### config.mk
export PLATFORM = sky130hd
export DESIGN_NAME = ohat_ram
export DESIGN_NICKNAME = d
export VERILOG_FILES = /design/src/rtl/ohat_ram.sv
export SDC_FILE = /design/constraint.sdc
export NUM_CORES = 1
export LEC_CHECK = 0
export BUFFER_PORTS_ARGS = -buffer_cell sky130_fd_sc_hd__buf_2
export CAP_MARGIN = 20
export CELL_PAD_IN_SITES_DETAIL_PLACEMENT = 1
export CELL_PAD_IN_SITES_GLOBAL_PLACEMENT = 1
export CORE_MARGIN = 1.5
export CORE_UTILIZATION = 40
export DETAILED_ROUTE_END_ITERATION = 10
export GPL_ROUTABILITY_DRIVEN = 0
export GPL_TIMING_DRIVEN = 1
export PLACE_DENSITY_LB_ADDON = 0.08
export SYNTH_ARGS = -nofsm -noshare
export SYNTH_HDL_FRONTEND = slang
export SYNTH_SLANG_ARGS = --single-unit
### constraint.sdc
create_clock -name aclk -period 2.18 [get_ports aclk]
set_clock_uncertainty 0.2 [all_clocks]
set_input_delay 0.436 -clock aclk [delete_from_list [all_inputs] [get_ports aclk]]
set_output_delay 0.436 -clock aclk [all_outputs]
set_load 0.005 [all_outputs]
### src/rtl/ohat_ram.sv
// ============================================================================
// ohat_ram
// Generic single-port-write, single-port-read RAM with registered read data.
// ============================================================================
module ohat_ram #(
    parameter int WIDTH = 8,
    parameter int DEPTH = 16
) (
    input  logic                     aclk,
    input  logic                     we,
    input  logic [$clog2(DEPTH)-1:0] waddr,
    input  logic [WIDTH-1:0]         wdata,
    input  logic [$clog2(DEPTH)-1:0] raddr,
    output logic [WIDTH-1:0]         rdata
);

    logic [WIDTH-1:0] mem [DEPTH];

    always_ff @(posedge aclk) begin
        if (we) begin
            mem[waddr] <= wdata;
        end
        rdata <= mem[raddr];
    end

endmodule

==> flow_summary.ini, run 1 <==
[clock_network]
clkTransAtPathRegs_ns = 0.05
htree_levels = 4
cts_tree = built
clock_tree.root_cell = sky130_fd_sc_hd__clkbuf_16
cts_hold_buf = 0
tritoncts_num_sinks = 136
number_of_buffers_inserted_to_repair_setup_after_cts = 0
post_cts_resize_count = 0
cts_buffers = 17
clock_insertion_delay_worst_skew_ns = 0.42
cts.path.max_buffers = 2

[hold_path]
hold_path_startpoint = wdata[5]
worst_hold_path_type = input port to register

[pwr]
pwr_density_cell_nw_per_um2 = 992.6
vdd_drop_max_v = 0.0005121
p_leak_uw = 0.002118

[timing]
fmax_mhz = 612.5
finalHoldViolCount = 0
slew_violations = 0
finalHoldWorstSlack_ns = 0.2132
tns_ns = 0
maxSlewHeadroom_pct = 71.75
worstMarginPinSlew_ns = 0.4238
timing.final.crit_share_pct = 74.90
rsz0062_at_grt = false
setup-violations-final = 0
fin_crit_ns = 1.633
post-route-worst-setup-slack_ns = 0.5472

[placement]
numPlacedInstances = 438
postPlaceCellArea_um2 = 5592
io_buffer_count = 25
dp_worst_setup_slack_ns = 0.06745
post-dp-hpwl_mm = 6.632

[floorplanning]
dieHeight_um = 116.4
boundaryPins = 26
placeableCoreArea_um2 = 12570
die-width_um = 116.4
floorplan.initialDensity_pct = 40.96
core.rowCount = 41
die_area_um2 = 13560

[layout]
layout.nets = 303
filler_cell_count = 1165
final_layout_size_suffix_gt1_share_pct = 31.21
syn_to_layout_area_delta_pct = 20.56
stdcell_count = 470
diodes_inserted = 0
layout.cell_area.non_filler_um2 = 6206

[worst_setup_path]
crit_type = input port to register
slowest_delay_ns = 0.51
worstPathRequired_ns = 2.28
critical_path_end_type = register
cp_slowest_cell = sky130_fd_sc_hd__mux4_2
r2r_start = mem[7][6]
worstPathArrival_ns = 1.73
crit_path_cell_trace = buf_2, buf_12, mux4_2, a22oi_1, nand2_1
worst-path-max-fanout = 19
startpoint = raddr[0]
worstSetupStartpointType = input port

[drt]
route.detailed.drc = 0
ant_nets = 0
postRouteWirelength_mm = 10.50
route.vias.total = 2406
avgViaCountPerCell = 5.119
drt_iter0_markers = 92
detail_route.wl_per_cell_um = 22.35
detailedRoute.firstPassIterationCount = 4

[yosys]
asyncSetResetFlopFracSynth_pct = 0
syn_inst = 229
synth.top_cells.by_count = sky130_fd_sc_hd__edfxtp_1, sky130_fd_sc_hd__mux4_2, sky130_fd_sc_hd__a22oi_1
most_numerous_cell_in_the_yosys_netlist = sky130_fd_sc_hd__edfxtp_1
synth_top_flop_cell = sky130_fd_sc_hd__edfxtp_1
syn-mean-instance-area_um2 = 22.48
yosys_warnings = 0
synth_largest_type_area_fraction_pct = 74.67
synth_seq_cells = 136
syn_area_um2 = 5147
synth.largest_area_cell = sky130_fd_sc_hd__edfxtp_1
syn_nets = 247
synth-edff-count = 128
synth_cell_type_count = 19
ys_top_cells_by_area = sky130_fd_sc_hd__edfxtp_1, sky130_fd_sc_hd__mux4_2, sky130_fd_sc_hd__mux4_1
seq_area_frac_synth_pct = 77.78

[global_route]
grt_overflow = 0
grt.total_usage_pct = 17.09
grt_start_max_net_pins = 33
vias_in_the_first_global_route = 2539
antenna_found_initial = 0
grt_first_pass_wirelength_mm = 15.35

[run_status]
status = finished, final reports clean

[run]
cap_violations = 0
-- where the power goes --
| group | leakage [uW] | internal, uW | total [uW] | switching [uW] |
|---|---|---|---|---|
| logic | 0.000595 | 121 | 276 | 154 |
| registers | 0.00122 | 2930 | 2940 | 17.8 |
| clock network | 0.000299 | 1960 | 2940 | 979 |
| total | 0.00212 | 5010 | 6160 | 1150 |
-- placed cells by master, fill, tap and decap left out --
master	count
sky130_fd_sc_hd__a22oi_1	16
sky130_fd_sc_hd__and2_1	1
sky130_fd_sc_hd__and2b_1	1
sky130_fd_sc_hd__buf_12	2
sky130_fd_sc_hd__buf_2	25
sky130_fd_sc_hd__buf_4	20
sky130_fd_sc_hd__bufinv_16	4
sky130_fd_sc_hd__clkbuf_1	4
sky130_fd_sc_hd__clkbuf_16	17
sky130_fd_sc_hd__clkbuf_8	2
sky130_fd_sc_hd__clkinv_1	1
sky130_fd_sc_hd__clkinv_2	3
sky130_fd_sc_hd__clkinvlp_4	1
sky130_fd_sc_hd__dfxtp_1	8
sky130_fd_sc_hd__edfxtp_1	128
sky130_fd_sc_hd__mux4_1	14
sky130_fd_sc_hd__mux4_2	18
sky130_fd_sc_hd__nand2_1	9
sky130_fd_sc_hd__nand2b_1	2
sky130_fd_sc_hd__nand3_1	1
sky130_fd_sc_hd__nand3b_1	2
sky130_fd_sc_hd__nor2_1	13
sky130_fd_sc_hd__nor2b_1	1
sky130_fd_sc_hd__nor3_1	4
sky130_fd_sc_hd__or3b_2	1
-- critical path, delay by kind of cell --
| kind | cells | cell delay [ns] |
|---|---|---|
| mux | 1 | 0.51 |
| buf+inv | 2 | 0.31 |
| compound gates | 1 | 0.34 |
| simple gates | 1 | 0.10 |
-- sequential cells by signal (all words and copies together) (netlist names) --
signal,flops
rdata,8
mem,128
-- cell type report --
cell class | count | area, um2 | area share [%]
sequential | 136 | 4004 | 64.52
tap | 172 | 215.2 | 3.468
multi-input combinational | 83 | 1057 | 17.04
clock inverter | 9 | 146.4 | 2.359
timing repair buffer | 47 | 315.3 | 5.081
clock buffer | 23 | 467.9 | 7.540
-- metal layers --
| layer | part of all wire [%] | global-route usage (%) | vias to the layer above |
|---|---|---|---|
| li1 | - | - | 1087 |
| met1 | 46 | 21.88 | 1261 |
| met2 | 49 | 27.22 | 39 |
| met3 | 2.5 | 4.515 | 19 |
| met4 | 2.0 | 8.537 | 0 |
| met5 | 0 | 0 | - |
-- final timing paths --
| kind | endpoint | slack [ns] | depth (start not counted) |
|---|---|---|---|
| worst max register to register | rdata[6] | 0.60 | 3 |
| worst max-delay path | rdata[6] | 0.55 | 5 |
| worst min-delay path | mem[5][5] | 0.21 | 1 |
| worst min register to register | rdata[7] | 0.48 | 3 |
-- through the flow --
step | util, % | total power, uW
floorplan | - | 3140
global placement | 44.49 | 3273
detailed placement | 44.49 | 3281
CTS | 49.38 | 6245
global route | 49.38 | 6350
finish | 49.38 | 6160
-- kinds of logic after synthesis --
kind of cell | count (synthesis) | share of synthesized area, %
AND/OR/NAND/NOR | 35 | 3.184
flip-flops | 136 | 77.78
buffers and inverters | 10 | 1.677
AO/OA/AOI/OAI | 16 | 2.334
multiplexers | 32 | 15.02
(Power assumes the default switching activity.)
==> inputs of run 2 (changes only) <==
==> constraint.sdc (replaced) <==
create_clock -name aclk -period 1.7 [get_ports aclk]
set_clock_uncertainty 0.2 [all_clocks]
set_input_delay 0.34 -clock aclk [delete_from_list [all_inputs] [get_ports aclk]]
set_output_delay 0.34 -clock aclk [all_outputs]
set_load 0.005 [all_outputs]
==> run 2 against run 1 <==
Flip-flop and latch count is the same. Hold slack lost 0.11 ns. Clock power grew 15%. Critical path depth shrank 2. Power grew 22%. Global-route usage grew 1.7 points. Largest power group unchanged. Highest routed layer unchanged.
==> flow_summary.ini, run 2 (same netlist as run 1, synthesis figures left out) <==
[global_route]
grt.total_usage_pct = 18.78
grt_overflow = 0
gr-usage-met1_pct = 26.32
use_met3_pct = 6.227
grt_first_pass_wirelength_mm = 16.90
vias_in_the_first_global_route = 2665
grt-busiest-layer = met2
grt_start_max_net_pins = 17
globalRouteMet2Util_pct = 28.16
antenna_found_initial = 0

[floorplanning]
placeableCoreArea_um2 = 12570
die_area_um2 = 13560
die-width_um = 116.4
floorplan.initialDensity_pct = 40.96
dieHeight_um = 116.4
boundaryPins = 26
core.rowCount = 41

[clock_network]
cts_tree = built
tritoncts_num_sinks = 136
cts_buffers = 17
clock_tree.root_cell = sky130_fd_sc_hd__clkbuf_16
clkTransAtPathRegs_ns = 0.06
cts.path.max_buffers = 2
clock_insertion_delay_worst_skew_ns = 0.41
htree_levels = 4
number_of_buffers_inserted_to_repair_setup_after_cts = 0

[drt]
avgViaCountPerCell = 5.263
drt_iter0_markers = 220
ant_nets = 0
postRouteWirelength_mm = 11.27
detail_route.wl_per_cell_um = 23.14
detailedRoute.firstPassIterationCount = 6
route.vias.total = 2563
route.detailed.drc = 0

[worst_setup_path]
family_with_the_most_delay_on_the_worst_path = multiplexers
critical_path_end_type = register
worst-path-max-fanout = 1
slowest_delay_ns = 0.52
worstPathArrival_ns = 1.67
crit_path_cell_trace = mux4_1, a22oi_1, nand2_1
cp_slowest_cell = sky130_fd_sc_hd__mux4_1
worstSetupStartpointType = register
worstPathRequired_ns = 1.80
crit_type = register to register
critical_path.n_buffers_inverters = 0

[timing]
slew_violations = 0
fmax_mhz = 634.0
timing.final.crit_share_pct = 92.78
finalHoldViolCount = 0
worstMarginPinSlew_ns = 0.9522
maxSlewHeadroom_pct = 36.28
fin_crit_ns = 1.577
rsz0062_at_grt = false
setup-violations-final = 0

[pwr]
vdd_drop_max_v = 0.0006679
p_leak_uw = 0.002189
pwr_density_cell_nw_per_um2 = 1193

[layout]
most-common-layout-cells = sky130_fd_sc_hd__edfxtp_1, sky130_fd_sc_hd__buf_4, sky130_fd_sc_hd__buf_2, sky130_fd_sc_hd__mux4_2, sky130_fd_sc_hd__clkbuf_16
layout.nets = 320
most_common_cell_after_layout_fill_and_taps_aside = sky130_fd_sc_hd__edfxtp_1
layout.cell_area.non_filler_um2 = 6320
syn_to_layout_area_delta_pct = 22.78
finish.utilization_pct = 50.28
largest_register = mem
diodes_inserted = 0
largest_register_ff_count = 128
layout_top_registers = mem: 128 flops, rdata: 8 flops
final_layout_size_suffix_gt1_share_pct = 37.14

[placement]
postPlaceCellArea_um2 = 5759
io_buffer_count = 25
post-dp-hpwl_mm = 7.380

[run_status]
status = finished, final reports clean

[hold_path]
worst_hold_path_type = input port to register

[run]
cap_violations = 0
==> run 2: cell types whose count changed in the layout (fill, tap and decap cells not counted) <==
cell                         delta
sky130_fd_sc_hd__bufinv_16      -4
sky130_fd_sc_hd__a22oi_1        -1
sky130_fd_sc_hd__clkinv_2       +2
sky130_fd_sc_hd__a22oi_2        +1
sky130_fd_sc_hd__clkbuf_1       -3
sky130_fd_sc_hd__buf_12         +2
sky130_fd_sc_hd__clkinvlp_4     +1
sky130_fd_sc_hd__clkbuf_8       +4
sky130_fd_sc_hd__buf_4         +15
sky130_fd_sc_hd__nor3_1         -3
sky130_fd_sc_hd__nor3_2         +3
==> run 2: per-layer routing <==
| layer | part of all wire (%) | up-vias |
|---|---|---|
| met2 | 47 | 71 |
| li1 | - | 1117 |
| met5 | 0 | - |
| met1 | 46 | 1364 |
| met4 | 1.1 | 0 |
| met3 | 5.6 | 11 |
==> run 2: path summary, 6_finish.rpt <==
check	startpoint	to	slack, ns	cells past startpoint
worst min-delay path	wdata[3]	mem[13][3]	0.1	1
worst max register to register	mem[1][2]	rdata[2]	0.12	3
worst max-delay path	mem[1][2]	rdata[2]	0.12	3
worst min register to register	mem[14][7]	rdata[7]	0.48	3
==> run 2: cell type report <==
class | count | area (um2)
timing repair buffer | 64 | 467.9
clock buffer | 24 | 511.7
tap | 172 | 215.2
clock inverter | 8 | 43.79
fill | 1151 | 6248
sequential | 136 | 4004
multi-input combinational | 83 | 1077
==> run 2: report_power, final <==
group	internal (uW)	switching, uW
Clock	2080	1300
Sequential	3750	24.6
Combinational	176	212
Total	6000	1540
==> run 2: through the flow <==
stage	worst slack (ns)	std cells	hold WS [ns]	total power, uW	setup TNS (ns)
after floorplan	-0.1061	229	0.2389	4027	-3.263
after global placement	-0.2981	455	0.4595	4228	-5.765
after detailed placement	-0.3503	455	0.4662	4238	-7.324
after CTS	0.05326	487	0.08185	7622	0
after global routing	0.06497	487	0.1070	7782	0
final	0.1228	487	0.09841	7538	0
==> run 2: repair_timing <==
| action | CTS | global route |
|---|---|---|
| resized for setup | 0 | 1 |
| endpoints found under the setup margin | 0 | 1 |
| hold endpoints to repair | 0 | 0 |
| hold buffers | 0 | 0 |
==> inputs of run 3 (changes only) <==
--- a/config.mk
+++ b/config.mk
@@ -10,7 +10,7 @@
 export CELL_PAD_IN_SITES_DETAIL_PLACEMENT = 1
 export CELL_PAD_IN_SITES_GLOBAL_PLACEMENT = 1
 export CORE_MARGIN = 1.5
-export CORE_UTILIZATION = 40
+export CORE_UTILIZATION = 26
 export DETAILED_ROUTE_END_ITERATION = 10
 export GPL_ROUTABILITY_DRIVEN = 0
 export GPL_TIMING_DRIVEN = 1
==> run 3 against run 2 <==
Sequential share of layout area down 0.67 points. Critical path depth stayed put. Core utilization decreased by 17 points. Largest cell class unchanged.
==> flow_summary.ini, run 3 (same netlist as run 1, synthesis figures left out) <==
[floorplanning]
boundaryPins = 26
core.rowCount = 51
die-width_um = 143.7
die_area_um2 = 20650
floorplan.initialDensity_pct = 26.45
dieHeight_um = 143.7
placeableCoreArea_um2 = 19460

[worst_setup_path]
critical_path.n_buffers_inverters = 0
worstPathRequired_ns = 1.78
family_with_the_most_delay_on_the_worst_path = multiplexers
critical_path_end_type = register
worstPathArrival_ns = 1.68
reg2reg_setup_slack_ns = 0.1
worstReg2RegEnd = rdata[4]
crit_type = register to register
r2r_cells = 3
worst-path-max-fanout = 1
worstSetupStartpointType = register
r2r_start = mem[9][4]
slowest_delay_ns = 0.52
cp_slowest_cell = sky130_fd_sc_hd__mux4_1
crit_path_cell_trace = mux4_1, a22oi_1, nand2_1

[clock_network]
post_cts_resize_count = 0
cts.path.max_buffers = 2
tritoncts_num_sinks = 136
cts_buffers = 17
clkTransAtPathRegs_ns = 0.05
htree_levels = 4
cts_tree = built
clock_insertion_delay_worst_skew_ns = 0.41
clock_tree.root_cell = sky130_fd_sc_hd__clkbuf_16
number_of_buffers_inserted_to_repair_setup_after_cts = 0
cts_hold_buf = 0

[drt]
drt_iter0_markers = 149
detail_route.wl_per_cell_um = 20.62
postRouteWirelength_mm = 11.73
avgViaCountPerCell = 4.272
ant_nets = 0
route.detailed.drc = 0
detailedRoute.firstPassIterationCount = 4
route.vias.total = 2431

[timing]
maxSlewHeadroom_pct = 46.36
finalHoldWorstSlack_ns = 0.1257
setup-violations-final = 0
worstMarginPinSlew_ns = 0.8016
fin_crit_ns = 1.600
slew_violations = 0
fmax_mhz = 624.9
timing.final.crit_share_pct = 94.13
finalHoldViolCount = 0
rsz0062_at_grt = false

[global_route]
grt_overflow = 0
grt_first_pass_wirelength_mm = 17.92
antenna_found_initial = 0
vias_in_the_first_global_route = 2731
grt_start_max_net_pins = 20
grt.total_usage_pct = 12.82

[layout]
layout_top_registers = mem: 128 flops, rdata: 8 flops
largest_register = mem
most-common-layout-cells = sky130_fd_sc_hd__edfxtp_1, sky130_fd_sc_hd__buf_2, sky130_fd_sc_hd__buf_4, sky130_fd_sc_hd__mux4_2, sky130_fd_sc_hd__clkbuf_16
layout.nets = 310
final_layout_size_suffix_gt1_share_pct = 33.88
syn_to_layout_area_delta_pct = 24.09
most_common_cell_after_layout_fill_and_taps_aside = sky130_fd_sc_hd__edfxtp_1
diodes_inserted = 0
finish.utilization_pct = 32.82
largest_register_ff_count = 128

[pwr]
pwr_density_cell_nw_per_um2 = 1208
vdd_drop_max_v = 0.0004872
p_leak_uw = 0.002142

[hold_path]
timing.hold.worst_endpoint = mem[13][2]
worst_hold_path_type = input port to register
hold_depth = 1
hold_path_startpoint = wdata[2]

[placement]
io_buffer_count = 25
post-dp-hpwl_mm = 8.151

[run_status]
status = finished, final reports clean

[run]
cap_violations = 0
[run 3: cell types whose count changed in the layout (fill, tap and decap cells not counted), sizes merged]
cell,previous run,this run
buf,64,54
clkinv,6,5
clkbuf,24,21
bufinv,0,3
[run 3: per-stage QoR]
stage	setup TNS, ns	setup slack, ns	cells	cell area [um2]	power (uW)
global route	0	0.008667	569	6387	7989
CTS	0	0.03851	569	6382	7835
finish	0	0.09981	569	6387	7715
global placement	-6.245	-0.3581	538	5813	4238
floorplan	-3.263	-0.1061	229	5162	4027
detailed placement	-6.658	-0.3519	538	5813	4241
[run 3: worst reg2reg max path, delay by kind of cell (launching register included)]
family,cells,cell delay [ns]
AND/OR/NAND/NOR,1,0.09
multiplexers,1,0.52
AO/OA/AOI/OAI,1,0.31
flip-flops,1,0.35
[run 3: area by class of cell]
cell class / count / area [um2]
Tap cell: 265 / 331.6
Clock buffer: 21 / 440.4
Fill cell: 1946 / 13080
Sequential cell: 136 / 4004
Multi-Input combinational cell: 83 / 1077
Timing Repair Buffer: 54 / 405.4
Clock inverter: 10 / 128.9
[run 3: report_power, final]
part / switching, uW / internal [uW] / total (uW)
logic: 207 / 168 / 375
clock network: 1280 / 2280 / 3560
registers: 26.5 / 3750 / 3780
[run 3: how the worst max path moves through the flow]
stage,start,end,slack [ns],cells after the start
finish,mem[9][4],rdata[4],0.1,3
global route,mem[9][4],rdata[4],0.009,3
CTS,mem[9][4],rdata[4],0.04,3
detailed placement,raddr[0],rdata[3],-0.35,5
global placement,raddr[0],rdata[3],-0.36,5
floorplan,waddr[2],mem[3][0],-0.11,2
[run 3: per-layer routing]
layer,track usage [%],wire (um)
met1,16.66,5523
met2,20.45,5748
met3,3.732,285
met4,4.511,172
met5,0,0
