**src/rtl/ohat_rem.sv**
```systemverilog
// ============================================================================
// ohat_rem
// Iterative remainder unit: key mod size, one restoring step per cycle.
// ============================================================================
module ohat_rem #(
    parameter int KEY_BITS = 32,
    parameter int SW       = 11
) (
    input  logic                aclk,
    input  logic                aresetn,
    input  logic                start,
    input  logic [KEY_BITS-1:0] dividend,
    input  logic [SW-1:0]       divisor,
    output logic                done,
    output logic [SW-1:0]       rem
);

    localparam int CW = $clog2(KEY_BITS + 1);

    logic                run_reg, run_next;
    logic                done_reg, done_next;
    logic [CW-1:0]       cnt_reg, cnt_next;
    logic [KEY_BITS-1:0] dvd_reg, dvd_next;
    logic [SW-1:0]       rem_reg, rem_next;
    logic [SW-1:0]       dsr_reg, dsr_next;
    logic [SW:0]         trial;

    assign trial = {rem_reg, dvd_reg[KEY_BITS-1]};

    always_comb begin
        run_next  = run_reg;
        done_next = 1'b0;
        cnt_next  = cnt_reg;
        dvd_next  = dvd_reg;
        rem_next  = rem_reg;
        dsr_next  = dsr_reg;
        if (start) begin
            run_next = 1'b1;
            cnt_next = CW'(KEY_BITS);
            dvd_next = dividend;
            rem_next = '0;
            dsr_next = divisor;
        end else if (run_reg) begin
            if (trial >= {1'b0, dsr_reg}) begin
                rem_next = SW'(trial - {1'b0, dsr_reg});
            end else begin
                rem_next = SW'(trial);
            end
            dvd_next = dvd_reg << 1;
            cnt_next = cnt_reg - CW'(1);
            if (cnt_reg == CW'(1)) begin
                run_next  = 1'b0;
                done_next = 1'b1;
            end
        end
    end

    always_ff @(posedge aclk) begin
        if (!aresetn) begin
            run_reg  <= 1'b0;
            done_reg <= 1'b0;
            cnt_reg  <= '0;
        end else begin
            run_reg  <= run_next;
            done_reg <= done_next;
            cnt_reg  <= cnt_next;
        end
        dvd_reg <= dvd_next;
        rem_reg <= rem_next;
        dsr_reg <= dsr_next;
    end

    assign done = done_reg;
    assign rem  = rem_reg;

`ifndef NO_ASSERTIONS
    a_done_after_run: assert property (@(posedge aclk) disable iff (!aresetn)
        done_reg |-> $past(run_reg)) else $error("remainder done without a run");
    a_rem_bounded: assert property (@(posedge aclk) disable iff (!aresetn)
        done_reg |-> (rem_reg < dsr_reg)) else $error("remainder not below divisor");
    a_no_overlap: assert property (@(posedge aclk) disable iff (!aresetn)
        run_reg |-> !start) else $error("remainder restarted while busy");
`endif

endmodule

```
**config.mk**
```make
export PLATFORM = sky130hd
export DESIGN_NAME = ohat_rem
export DESIGN_NICKNAME = d
export VERILOG_FILES = /design/src/rtl/ohat_rem.sv
export SDC_FILE = /design/constraint.sdc
export NUM_CORES = 1
export LEC_CHECK = 0
export CAP_MARGIN = 15
export CORE_ASPECT_RATIO = 0.75
export CORE_UTILIZATION = 33
export DETAILED_ROUTE_END_ITERATION = 16
export DONT_BUFFER_PORTS = 1
export PLACE_DENSITY = 0.44
export SLEW_MARGIN = 20
export SYNTH_ARGS = -nofsm -noshare
export SYNTH_HDL_FRONTEND = slang
export SYNTH_SLANG_ARGS = --single-unit
```
**constraint.sdc**
```tcl
create_clock -name aclk -period 3.4 [get_ports aclk]
set_clock_uncertainty 0.1 [all_clocks]
set_input_delay 0.17 -clock aclk [delete_from_list [all_inputs] [get_ports aclk]]
set_output_delay 0.17 -clock aclk [all_outputs]
set_load 0.005 [all_outputs]
```
==> results of run 1 <==
## critical path, delay by kind of cell (launching register included)
family | cells | cell delay (ps)
compound gates | 4 | 710
fa+ha+maj | 2 | 670
simple gates | 2 | 580
flops | 1 | 370
buf+inv | 1 | 180
## what timing repair did
action | CTS | global route
hold buffers | 46 | 0
hold endpoints to repair | 67 | 0
resized for setup | 0 | 0
## routing by layer
layer | wire length (um) | global-route usage [%] | vias to the layer above
met5 | 0 | 0 | -
met4 | 54 | 4.07 | 0
met3 | 379 | 7.21 | 7
met2 | 2640 | 19.0 | 44
met1 | 3170 | 19.6 | 947
li1 | - | - | 1033
## logic make-up after synthesis
logic type,count (synthesis)
and+or+nand+nor,64
xor gates and xnor gates,10
DFF,62
muxes,38
buffers and inverters,25
adders and majority gates,14
AOI/OAI and AO/OA,39
## layout make-up
type	count	area [um^2]	share of cell area [%]
multi-input cells	165	1300	33.0
clock buffers	13	240	6.09
flip-flops and latches	62	1670	42.4
well taps	128	160	4.06
clock inverters	3	12.5	0.317
repair buffers	49	500	12.7
inverters	15	56.3	1.43
## worst max path at each step
stage | endpoint | slack [ps] | cells after the start
floorplan | rem[7] | 1060 | 9
global placement | rem[7] | 800 | 10
detailed placement | rem[7] | 730 | 10
CTS | rem[7] | 670 | 9
global route | rem[0] | 540 | 10
finish | rem[7] | 700 | 9
## stage by stage
| step | instance area [um^2] | instances |
|---|---|---|
| final | 3950 | 435 |
| after floorplan | 3080 | 252 |
| after global placement | 3210 | 373 |
| after detailed placement | 3210 | 373 |
| after CTS | 3950 | 435 |
| after global routing | 3950 | 435 |
## Yosys cell counts (2+ instances only)
master,instances
o2111a_1,2
mux2i_1,6
a21oi_1,11
nand2_1,8
a211o_1,2
nor2b_1,2
ha_1,13
o21a_1,3
xor2_1,4
or3_1,6
dfxtp_1,19
o21ai_1,4
buf_1,2
nor3b_1,2
edfxtp_1,43
a211oi_1,10
xnor2_1,6
inv_1,14
nand2b_1,2
clkbuf_1,7
mux2_2,31
a211oi_2,2
nor4_1,2
and3_1,3
nor2_1,23
nor3_1,9
## power groups by stage
stage          Sequential [W]  Combinational [W]  Clock [W]
3_5_place_dp         0.000943           0.000296          0
6_report             0.000928           0.000351   0.000794
4_1_cts              0.000928           0.000355   0.000824
2_1_floorplan        0.000926           0.000255          0
3_3_place_gp         0.000943           0.000292          0
5_1_grt              0.000937           0.000387   0.000862
==> results.toml, run 1 <==
[power]
vdd_drop_max_mv = 0.350
power.leakage_nw = 1.53
p_int_w = 0.00156
power.total_w = 0.00207
p_clk_share_pct = 38.3
pwr-share-seq_pct = 44.8
sw_frac_of_total_pct = 24.9
switchingPower_w = 0.000515
p_per_area_nw_per_um2 = 525
power_frac_comb_pct = 16.9

[floorplanning]
core_area_um2 = 9050
io_pins = 58
chipHeight_um = 85.6
die-area_um2 = 9720
rows = 30
chipWidth_um = 113
start_util_pct = 34.0

[route]
dr_total_vias = 2031
ant_nets = 0
drtPass1Iterations = 4
drtIter0Drc = 85
drc_errors = 0
drt_wl_total_mm = 6.24
wl_per_cell_um = 14.3
avgViaCountPerCell = 4.67

[place]
place_ws_ps = 729
dpl.hpwl_mm = 4.04
portBuffers = 0
gp_congestion = 0.742

[clock_network]
cts.path.max_buffers = 2
path_clk_slew_ps = 50
clock_latency_ps = 330
htree_levels = 3
cts_sinks = 62
root_buffer = "clkbuf_16"
post_cts_buffers = 0
tritoncts = "built"
cts_buffers = 9

[timing]
slew_headroom_pct = 48.8
whs_ps = 32.7
rsz0062_at_grt = "no"
fmax_mhz = 370
worst_slack_ps = 697
setup-tns-final_ps = 0
worstMarginPinSlew_ps = 768
min_period_ps = 2700
finalMaxSlewViolations = 0
fin_crit_sh_pct = 79.5
timing.final.hold_violations = 0
setup_viol = 0

[final_layout]
fillCellCount = 868
largest_reg_flops = 32
synthToLayoutAreaGrowth_pct = 28.2
layout_commonest_cell = "dlygate4sd3_1"
mostFrequentLayoutCells = "dlygate4sd3_1, edfxtp_1, mux2_2"
postLayoutCoreUtil_pct = 43.6
fin_nets = 362
drive_above_1_share_pct = 16.6
antenna_cells = 0

[synthesis]
ys_ff_latch = 62
synth_top_area_cell = "edfxtp_1"
synth_warnings = 0
synth-edff-count = 43
synth_xor_area_share_pct = 2.85
synthesis.area_um2 = 3080
synth_compound_area_share_pct = 8.87
synth_ff_type = "edfxtp_1"
ys_top_cells_by_area = "edfxtp_1, dfxtp_1, mux2_2"
yosysSeqAreaShare_pct = 54.3
synthesis.nets = 312
synth_fa_ha_area_share_pct = 5.94
syn-mean-instance-area_um2 = 12.2
syn_inst = 252
muxShareOfSynthArea_pct = 13.7
yosysTopAreaCellShare_pct = 42.0
ys_types = 42
synth_top_family_by_area = "multiplexers"
synth-async-reset-ratio_pct = 0
synthSimpleGateAreaFrac_pct = 11.1

[global_route]
grt_start_max_net_pins = 61
grtUsageTotal_pct = 14.1
overflow = 0
first_global_vias = 1934
antenna_found_initial = 0
grt_pass1_wl_mm = 10.1

[worst_setup_path]
arrival_ps = 2850
start_kind = "flop"
timing.rr.end = "rem[7]"
crit_required_ps = 3540
cp_common_cell = "a211oi_2"
worstPathCellList = "ha_1 -> fa_1 -> nand2b_1 -> a21oi_1 -> o2111a_1 -> a211oi_2 -> buf_4 -> or3_1 -> a211oi_2"
slowest_stage = "fa_1"
critical_path_class = "reg -> reg"
startpoint = "dsr_reg[0]"
max_stage_delay_ps = 430
worstPathMaxFanout = 9
r2r-start = "dsr_reg[0]"
rr_worst_depth = 9
critPathCaptureType = "flop"
rrSetupSlack_ps = 700

[min_path]
min_from = "aresetn"
holdPathEnd = "cnt_reg[4]"
holdCritPathClass = "in -> reg"
holdPathStages = 2

[run_status]
run_status = "completed"

[job]
drv_cap = 0
Note: power is estimated with default switching activity, not from simulation.
==> run 2: changes to the inputs <==
--- a/config.mk
+++ b/config.mk
@@ -5,6 +5,7 @@
 export SDC_FILE = /design/constraint.sdc
 export NUM_CORES = 1
 export LEC_CHECK = 0
+export ABC_AREA = 1
 export CAP_MARGIN = 15
 export CORE_ASPECT_RATIO = 0.75
 export CORE_UTILIZATION = 33
==> constraint.sdc (replaced) <==
create_clock -name aclk -period 2.7 [get_ports aclk]
set_clock_uncertainty 0.1 [all_clocks]
set_input_delay 0.135 -clock aclk [delete_from_list [all_inputs] [get_ports aclk]]
set_output_delay 0.135 -clock aclk [all_outputs]
set_load 0.005 [all_outputs]
==> results.toml, run 2 <==
[global_route]
overflow = 0
antenna_found_initial = 0
first_global_vias = 2603
grt_start_max_net_pins = 45
grtUsageTotal_pct = 16.7
grt_pass1_wl_mm = 13.3

[timing]
worstMarginPinSlew_ps = 432
rsz0062_at_grt = "no"
setup-tns-final_ps = 0
finalMaxSlewViolations = 0
fmax_mhz = 465
timing.final.hold_violations = 0
setup_viol = 0
slew_headroom_pct = 71.2
fin_crit_sh_pct = 79.6
min_period_ps = 2150

[final_layout]
fillCellCount = 988
antenna_cells = 0
layout_commonest_cell = "nand2_1"
seq_area_um2 = 1670
multi_input_area_um2 = 1400
mostFrequentLayoutCells = "nand2_1, inv_1, dlygate4sd3_1"
drive_above_1_share_pct = 10.6
fin_nets = 517
largest_reg_flops = 32
synthToLayoutAreaGrowth_pct = 27.0

[clock_network]
cts_sinks = 62
tritoncts = "built"
ctsResizeCount = 0
path_clk_slew_ps = 60
cts_buffers = 9
htree_levels = 3
cts.path.max_buffers = 2
root_buffer = "clkbuf_16"
clock_latency_ps = 330

[synthesis]
synth.cells.most_frequent = "nand2_1, inv_1, edfxtp_1"
synthSimpleGateAreaFrac_pct = 33.3
ys_types = 32
syn_inst = 406
synth-async-reset-ratio_pct = 0
synth_top_area_cell = "edfxtp_1"
syn-mean-instance-area_um2 = 8.24
yosysTopAreaCellShare_pct = 38.6
yosysSeqAreaShare_pct = 49.9
synth_ff_type = "edfxtp_1"
ys_ff_latch = 62
muxShareOfSynthArea_pct = 0
synthesis.area_um2 = 3350
synthesis.nets = 466
synth-edff-count = 43
synth_xor_area_share_pct = 1.05
ys_top_cells_by_area = "edfxtp_1, nand2_1, dfxtp_1"
synth_compound_area_share_pct = 1.83
synth_warnings = 0
synth_most_common_cell = "nand2_1"
synth_fa_ha_area_share_pct = 5.46
synth_top_family_by_area = "simple AND/OR/NAND/NOR gates"

[place]
gp_congestion = 0.803
portBuffers = 0
dpl.hpwl_mm = 5.26

[worst_setup_path]
arrival_ps = 2270
r2r-start = "dsr_reg[0]"
critical_path_class = "reg -> reg"
crit_end = "rem[10]"
rr_worst_depth = 11
worstPathMaxFanout = 7
timing.rr.end = "rem[10]"
startpoint = "dsr_reg[0]"
start_kind = "flop"
crit_required_ps = 2820
critPathCaptureType = "flop"
rrSetupSlack_ps = 550

[route]
drtIter0Drc = 190
ant_nets = 0
drc_errors = 0
avgViaCountPerCell = 4.51
wl_per_cell_um = 13.6
dr_total_vias = 2680
drt_wl_total_mm = 8.09
drtPass1Iterations = 4

[run_status]
run_status = "completed"

[power]
power.total_w = 0.00257
p_per_area_nw_per_um2 = 605
power.leakage_nw = 1.99
vdd_drop_max_mv = 0.322

[floorplanning]
chipHeight_um = 89.2
io_pins = 58
rows = 31
chipWidth_um = 118
core_area_um2 = 9740
start_util_pct = 34.4
die-area_um2 = 10600

[min_path]
holdCritPathClass = "in -> reg"

[job]
drv_cap = 0
[run 2: changes by cell type after synthesis, moves of 8 or more]
cell and delta:
nand4_1 +14, nand2_2 +11, nand3_2 +8, inv_1 +38, a211oi_1 -9, nand3_1 +24
mux2_2 -31, nand2_1 +157
[run 2: final cells by class]
| class | instances | share of cell area, % |
|---|---|---|
| clock buffer | 12 | 5.80 |
| clock inverter | 4 | 1.09 |
| inverter | 54 | 4.77 |
| multi-input combinational | 277 | 32.8 |
| sequential | 62 | 39.3 |
| tap | 132 | 3.89 |
| timing repair buffer | 53 | 12.3 |
[run 2: worst min-delay path by stage]
| stage | from | to | slack [ps] | cells past startpoint |
|---|---|---|---|---|
| floorplan | aresetn | cnt_reg[5] | 130 | 2 |
| global placement | divisor[3] | dsr_reg[3] | 130 | 0 |
| detailed placement | divisor[1] | dsr_reg[1] | 130 | 0 |
| CTS | start | cnt_reg[1] | 20 | 3 |
| global route | start | cnt_reg[3] | 60 | 3 |
| finish | start | cnt_reg[0] | 30 | 3 |
[run 2: logic make-up (layout without fill, tap and decap cells)]
logic type	after synthesis	in the layout
compound gates	10	10
xor+xnor	4	4
fa+ha+maj	14	14
buf+inv	67	123
flops	62	62
simple gates	249	249
[run 2: layer usage]
| layer | vias up | wire length, um | global-route usage (%) | share of wire (%) |
|---|---|---|---|---|
| met2 | 49 | 3320 | 24.3 | 41 |
| met5 | - | 0 | 0 | 0 |
| li1 | 1402 | - | - | - |
| met3 | 4 | 404 | 5.68 | 5.0 |
| met4 | 0 | 51 | 4.43 | 0.63 |
| met1 | 1225 | 4310 | 23.6 | 53 |
[run 2: worst max-delay path, cell delays in order, from the launching register on]
cell and delay [ps]:
edfxtp_1 370, ha_1 220, fa_1 400, inv_1 110, nand3_1 80, nand3_2 120, nand2_2 80, nand4_2 140
buf_4 220, nand3_2 70, nand3_1 70, nand2_1 50
[run 2: what timing repair did]
action,CTS,global route
hold buffers,46,0
setup buffers,0,0
hold endpoints to repair,59,0
[run 2: power by group]
part           switching, W  internal (W)  total, W
sequential        0.0000240       0.00110   0.00113
clock              0.000418      0.000735   0.00115
combinational      0.000168      0.000123  0.000291
total              0.000610       0.00196   0.00257
[run 2: stage by stage]
| stage | utilization, % | worst slack, ps | std cells | hold slack, ps | area, um^2 |
|---|---|---|---|---|---|
| finish | 43.7 | 550 | 594 | 32.2 | 4250 |
| CTS | 43.7 | 527 | 594 | 24.5 | 4250 |
| global placement | 35.8 | 598 | 532 | 134 | 3490 |
| floorplan | - | 844 | 406 | 133 | 3350 |
| detailed placement | 35.8 | 570 | 532 | 134 | 3490 |
| global route | 43.7 | 386 | 594 | 57.7 | 4250 |
==> run 3: changes to the inputs <==
==> constraint.sdc (replaced) <==
create_clock -name aclk -period 2.1 [get_ports aclk]
set_clock_uncertainty 0.1 [all_clocks]
set_input_delay 0.105 -clock aclk [delete_from_list [all_inputs] [get_ports aclk]]
set_output_delay 0.105 -clock aclk [all_outputs]
set_load 0.005 [all_outputs]
==> results.toml, run 3 (synthesis results as in run 2) <==
[run_status]
run_status = "completed"

[timing]
fin_crit_sh_pct = 91.7
finalMaxSlewViolations = 0
setup_viol = 0
timing.final.hold_violations = 0
rsz0062_at_grt = "no"
worstMarginPinSlew_ps = 474
setup-tns-final_ps = 0
min_period_ps = 1930
slew_headroom_pct = 68.3
fmax_mhz = 519

[global_route]
grtUsageTotal_pct = 16.9
overflow = 0
grt_start_max_net_pins = 46
grt_pass1_wl_mm = 13.3
antenna_found_initial = 0
first_global_vias = 2548

[final_layout]
drive_above_1_share_pct = 13.0
multi_input_area_um2 = 1400
postLayoutCoreUtil_pct = 44.5
fillCellCount = 993
layout_commonest_cell = "nand2_1"
fin_nets = 524
largest_reg_flops = 32
synthToLayoutAreaGrowth_pct = 29.6
antenna_cells = 0
seq_area_um2 = 1670
mostFrequentLayoutCells = "nand2_1, inv_1, dlygate4sd3_1"

[clock_network]
path_clk_slew_ps = 50
htree_levels = 3
cts.path.max_buffers = 2
clock_latency_ps = 330
cts_buffers = 9
tritoncts = "built"
post_cts_buffers = 0
root_buffer = "clkbuf_16"
cts_sinks = 62

[power]
power.leakage_nw = 2.04
switchingPower_w = 0.000775
p_clk_share_pct = 45.5
p_per_area_nw_per_um2 = 776
pwr-share-seq_pct = 43.1
sw_frac_of_total_pct = 23.0
p_int_w = 0.00259
vdd_drop_max_mv = 0.379
power_frac_comb_pct = 11.4

[worst_setup_path]
arrival_ps = 2050
critical_path_class = "reg -> reg"
crit_required_ps = 2220
worstPathMaxFanout = 6
critPathCaptureType = "flop"
start_kind = "flop"

[floorplanning]
die-area_um2 = 10600
rows = 31
chipHeight_um = 89.2
chipWidth_um = 118
io_pins = 58
start_util_pct = 34.4
core_area_um2 = 9740

[route]
drtPass1Iterations = 4
drt_wl_total_mm = 8.17
ant_nets = 0
dr_total_vias = 2732
avgViaCountPerCell = 4.55
drc_errors = 0
wl_per_cell_um = 13.6
drtIter0Drc = 232

[min_path]
holdCritPathClass = "in -> reg"

[place]
gp_congestion = 0.806
portBuffers = 0
dpl.hpwl_mm = 5.28

[job]
drv_cap = 0
run 3: changes by cell type in the layout (fill, tap and decap cells not counted), moves of 2 or more:
| cell | previous run | this run |
|---|---|---|
| buf_4 | 7 | 11 |
| buf_6 | 0 | 2 |
| clkbuf_1 | 2 | 0 |
| clkbuf_8 | 1 | 3 |
run 3: per-stage QoR:
step	cell area [um^2]	worst slack (ps)	total power (W)	hold WS (ps)	cells
global route	4340	9.16	0.00352	43.6	601
global placement	3530	111	0.00177	104	538
CTS	4320	51.2	0.00342	37.1	601
finish	4340	174	0.00337	40.1	601
floorplan	3350	244	0.00170	103	406
detailed placement	3530	76.2	0.00177	104	538
run 3: final timing paths:
| kind | end | cells past startpoint | slack [ps] | start |
|---|---|---|---|---|
| max reg2reg | rem[5] | 11 | 170 | dsr_reg[0] |
| min reg2reg | cnt_reg[3] | 2 | 370 | cnt_reg[3] |
| max | rem[5] | 11 | 170 | dsr_reg[0] |
| min | dsr_reg[10] | 1 | 40 | start |
run 3: area by class of cell:
type                    count  area share [%]
repair buffers             60            13.5
flip-flops and latches     62            38.6
multi-input cells         277            32.3
clock buffers              12            6.15
clock inverters             4            1.01
inverters                  54            4.67
well taps                 132            3.81
run 3: power groups by stage:
stage,clock (W),sequential (W),combinational [W]
after floorplan,0,0.00147,0.000233
after global placement,0,0.00147,0.000293
after detailed placement,0,0.00148,0.000292
after CTS,0.00158,0.00145,0.000384
after global routing,0.00162,0.00146,0.000439
final,0.00153,0.00145,0.000384
run 3: critical path: stages, from the launching register on:
cell	delay [ps]
edfxtp_1	370
ha_2	200
fa_2	360
inv_2	70
nand3_1	80
nand3_2	130
nand2_2	80
nand4_2	100
buf_6	160
nand3_2	60
nand3_1	70
nand2_1	50
run 3: metal layers:
layer | part of all wire (%) | global-route usage [%] | vias to the layer above
li1 | - | - | 1416
met2 | 39 | 24.3 | 55
met3 | 4.6 | 4.66 | 9
met5 | 0 | 0 | -
met4 | 1.3 | 6.64 | 0
met1 | 55 | 23.9 | 1252
run 3: repair_timing:
| action | 4_1_cts | 5_1_grt |
|---|---|---|
| setup endpoints to repair | 0 | 12 |
| resized for setup | 0 | 6 |
| hold buffers | 47 | 0 |
| endpoints found under the hold margin | 67 | 0 |
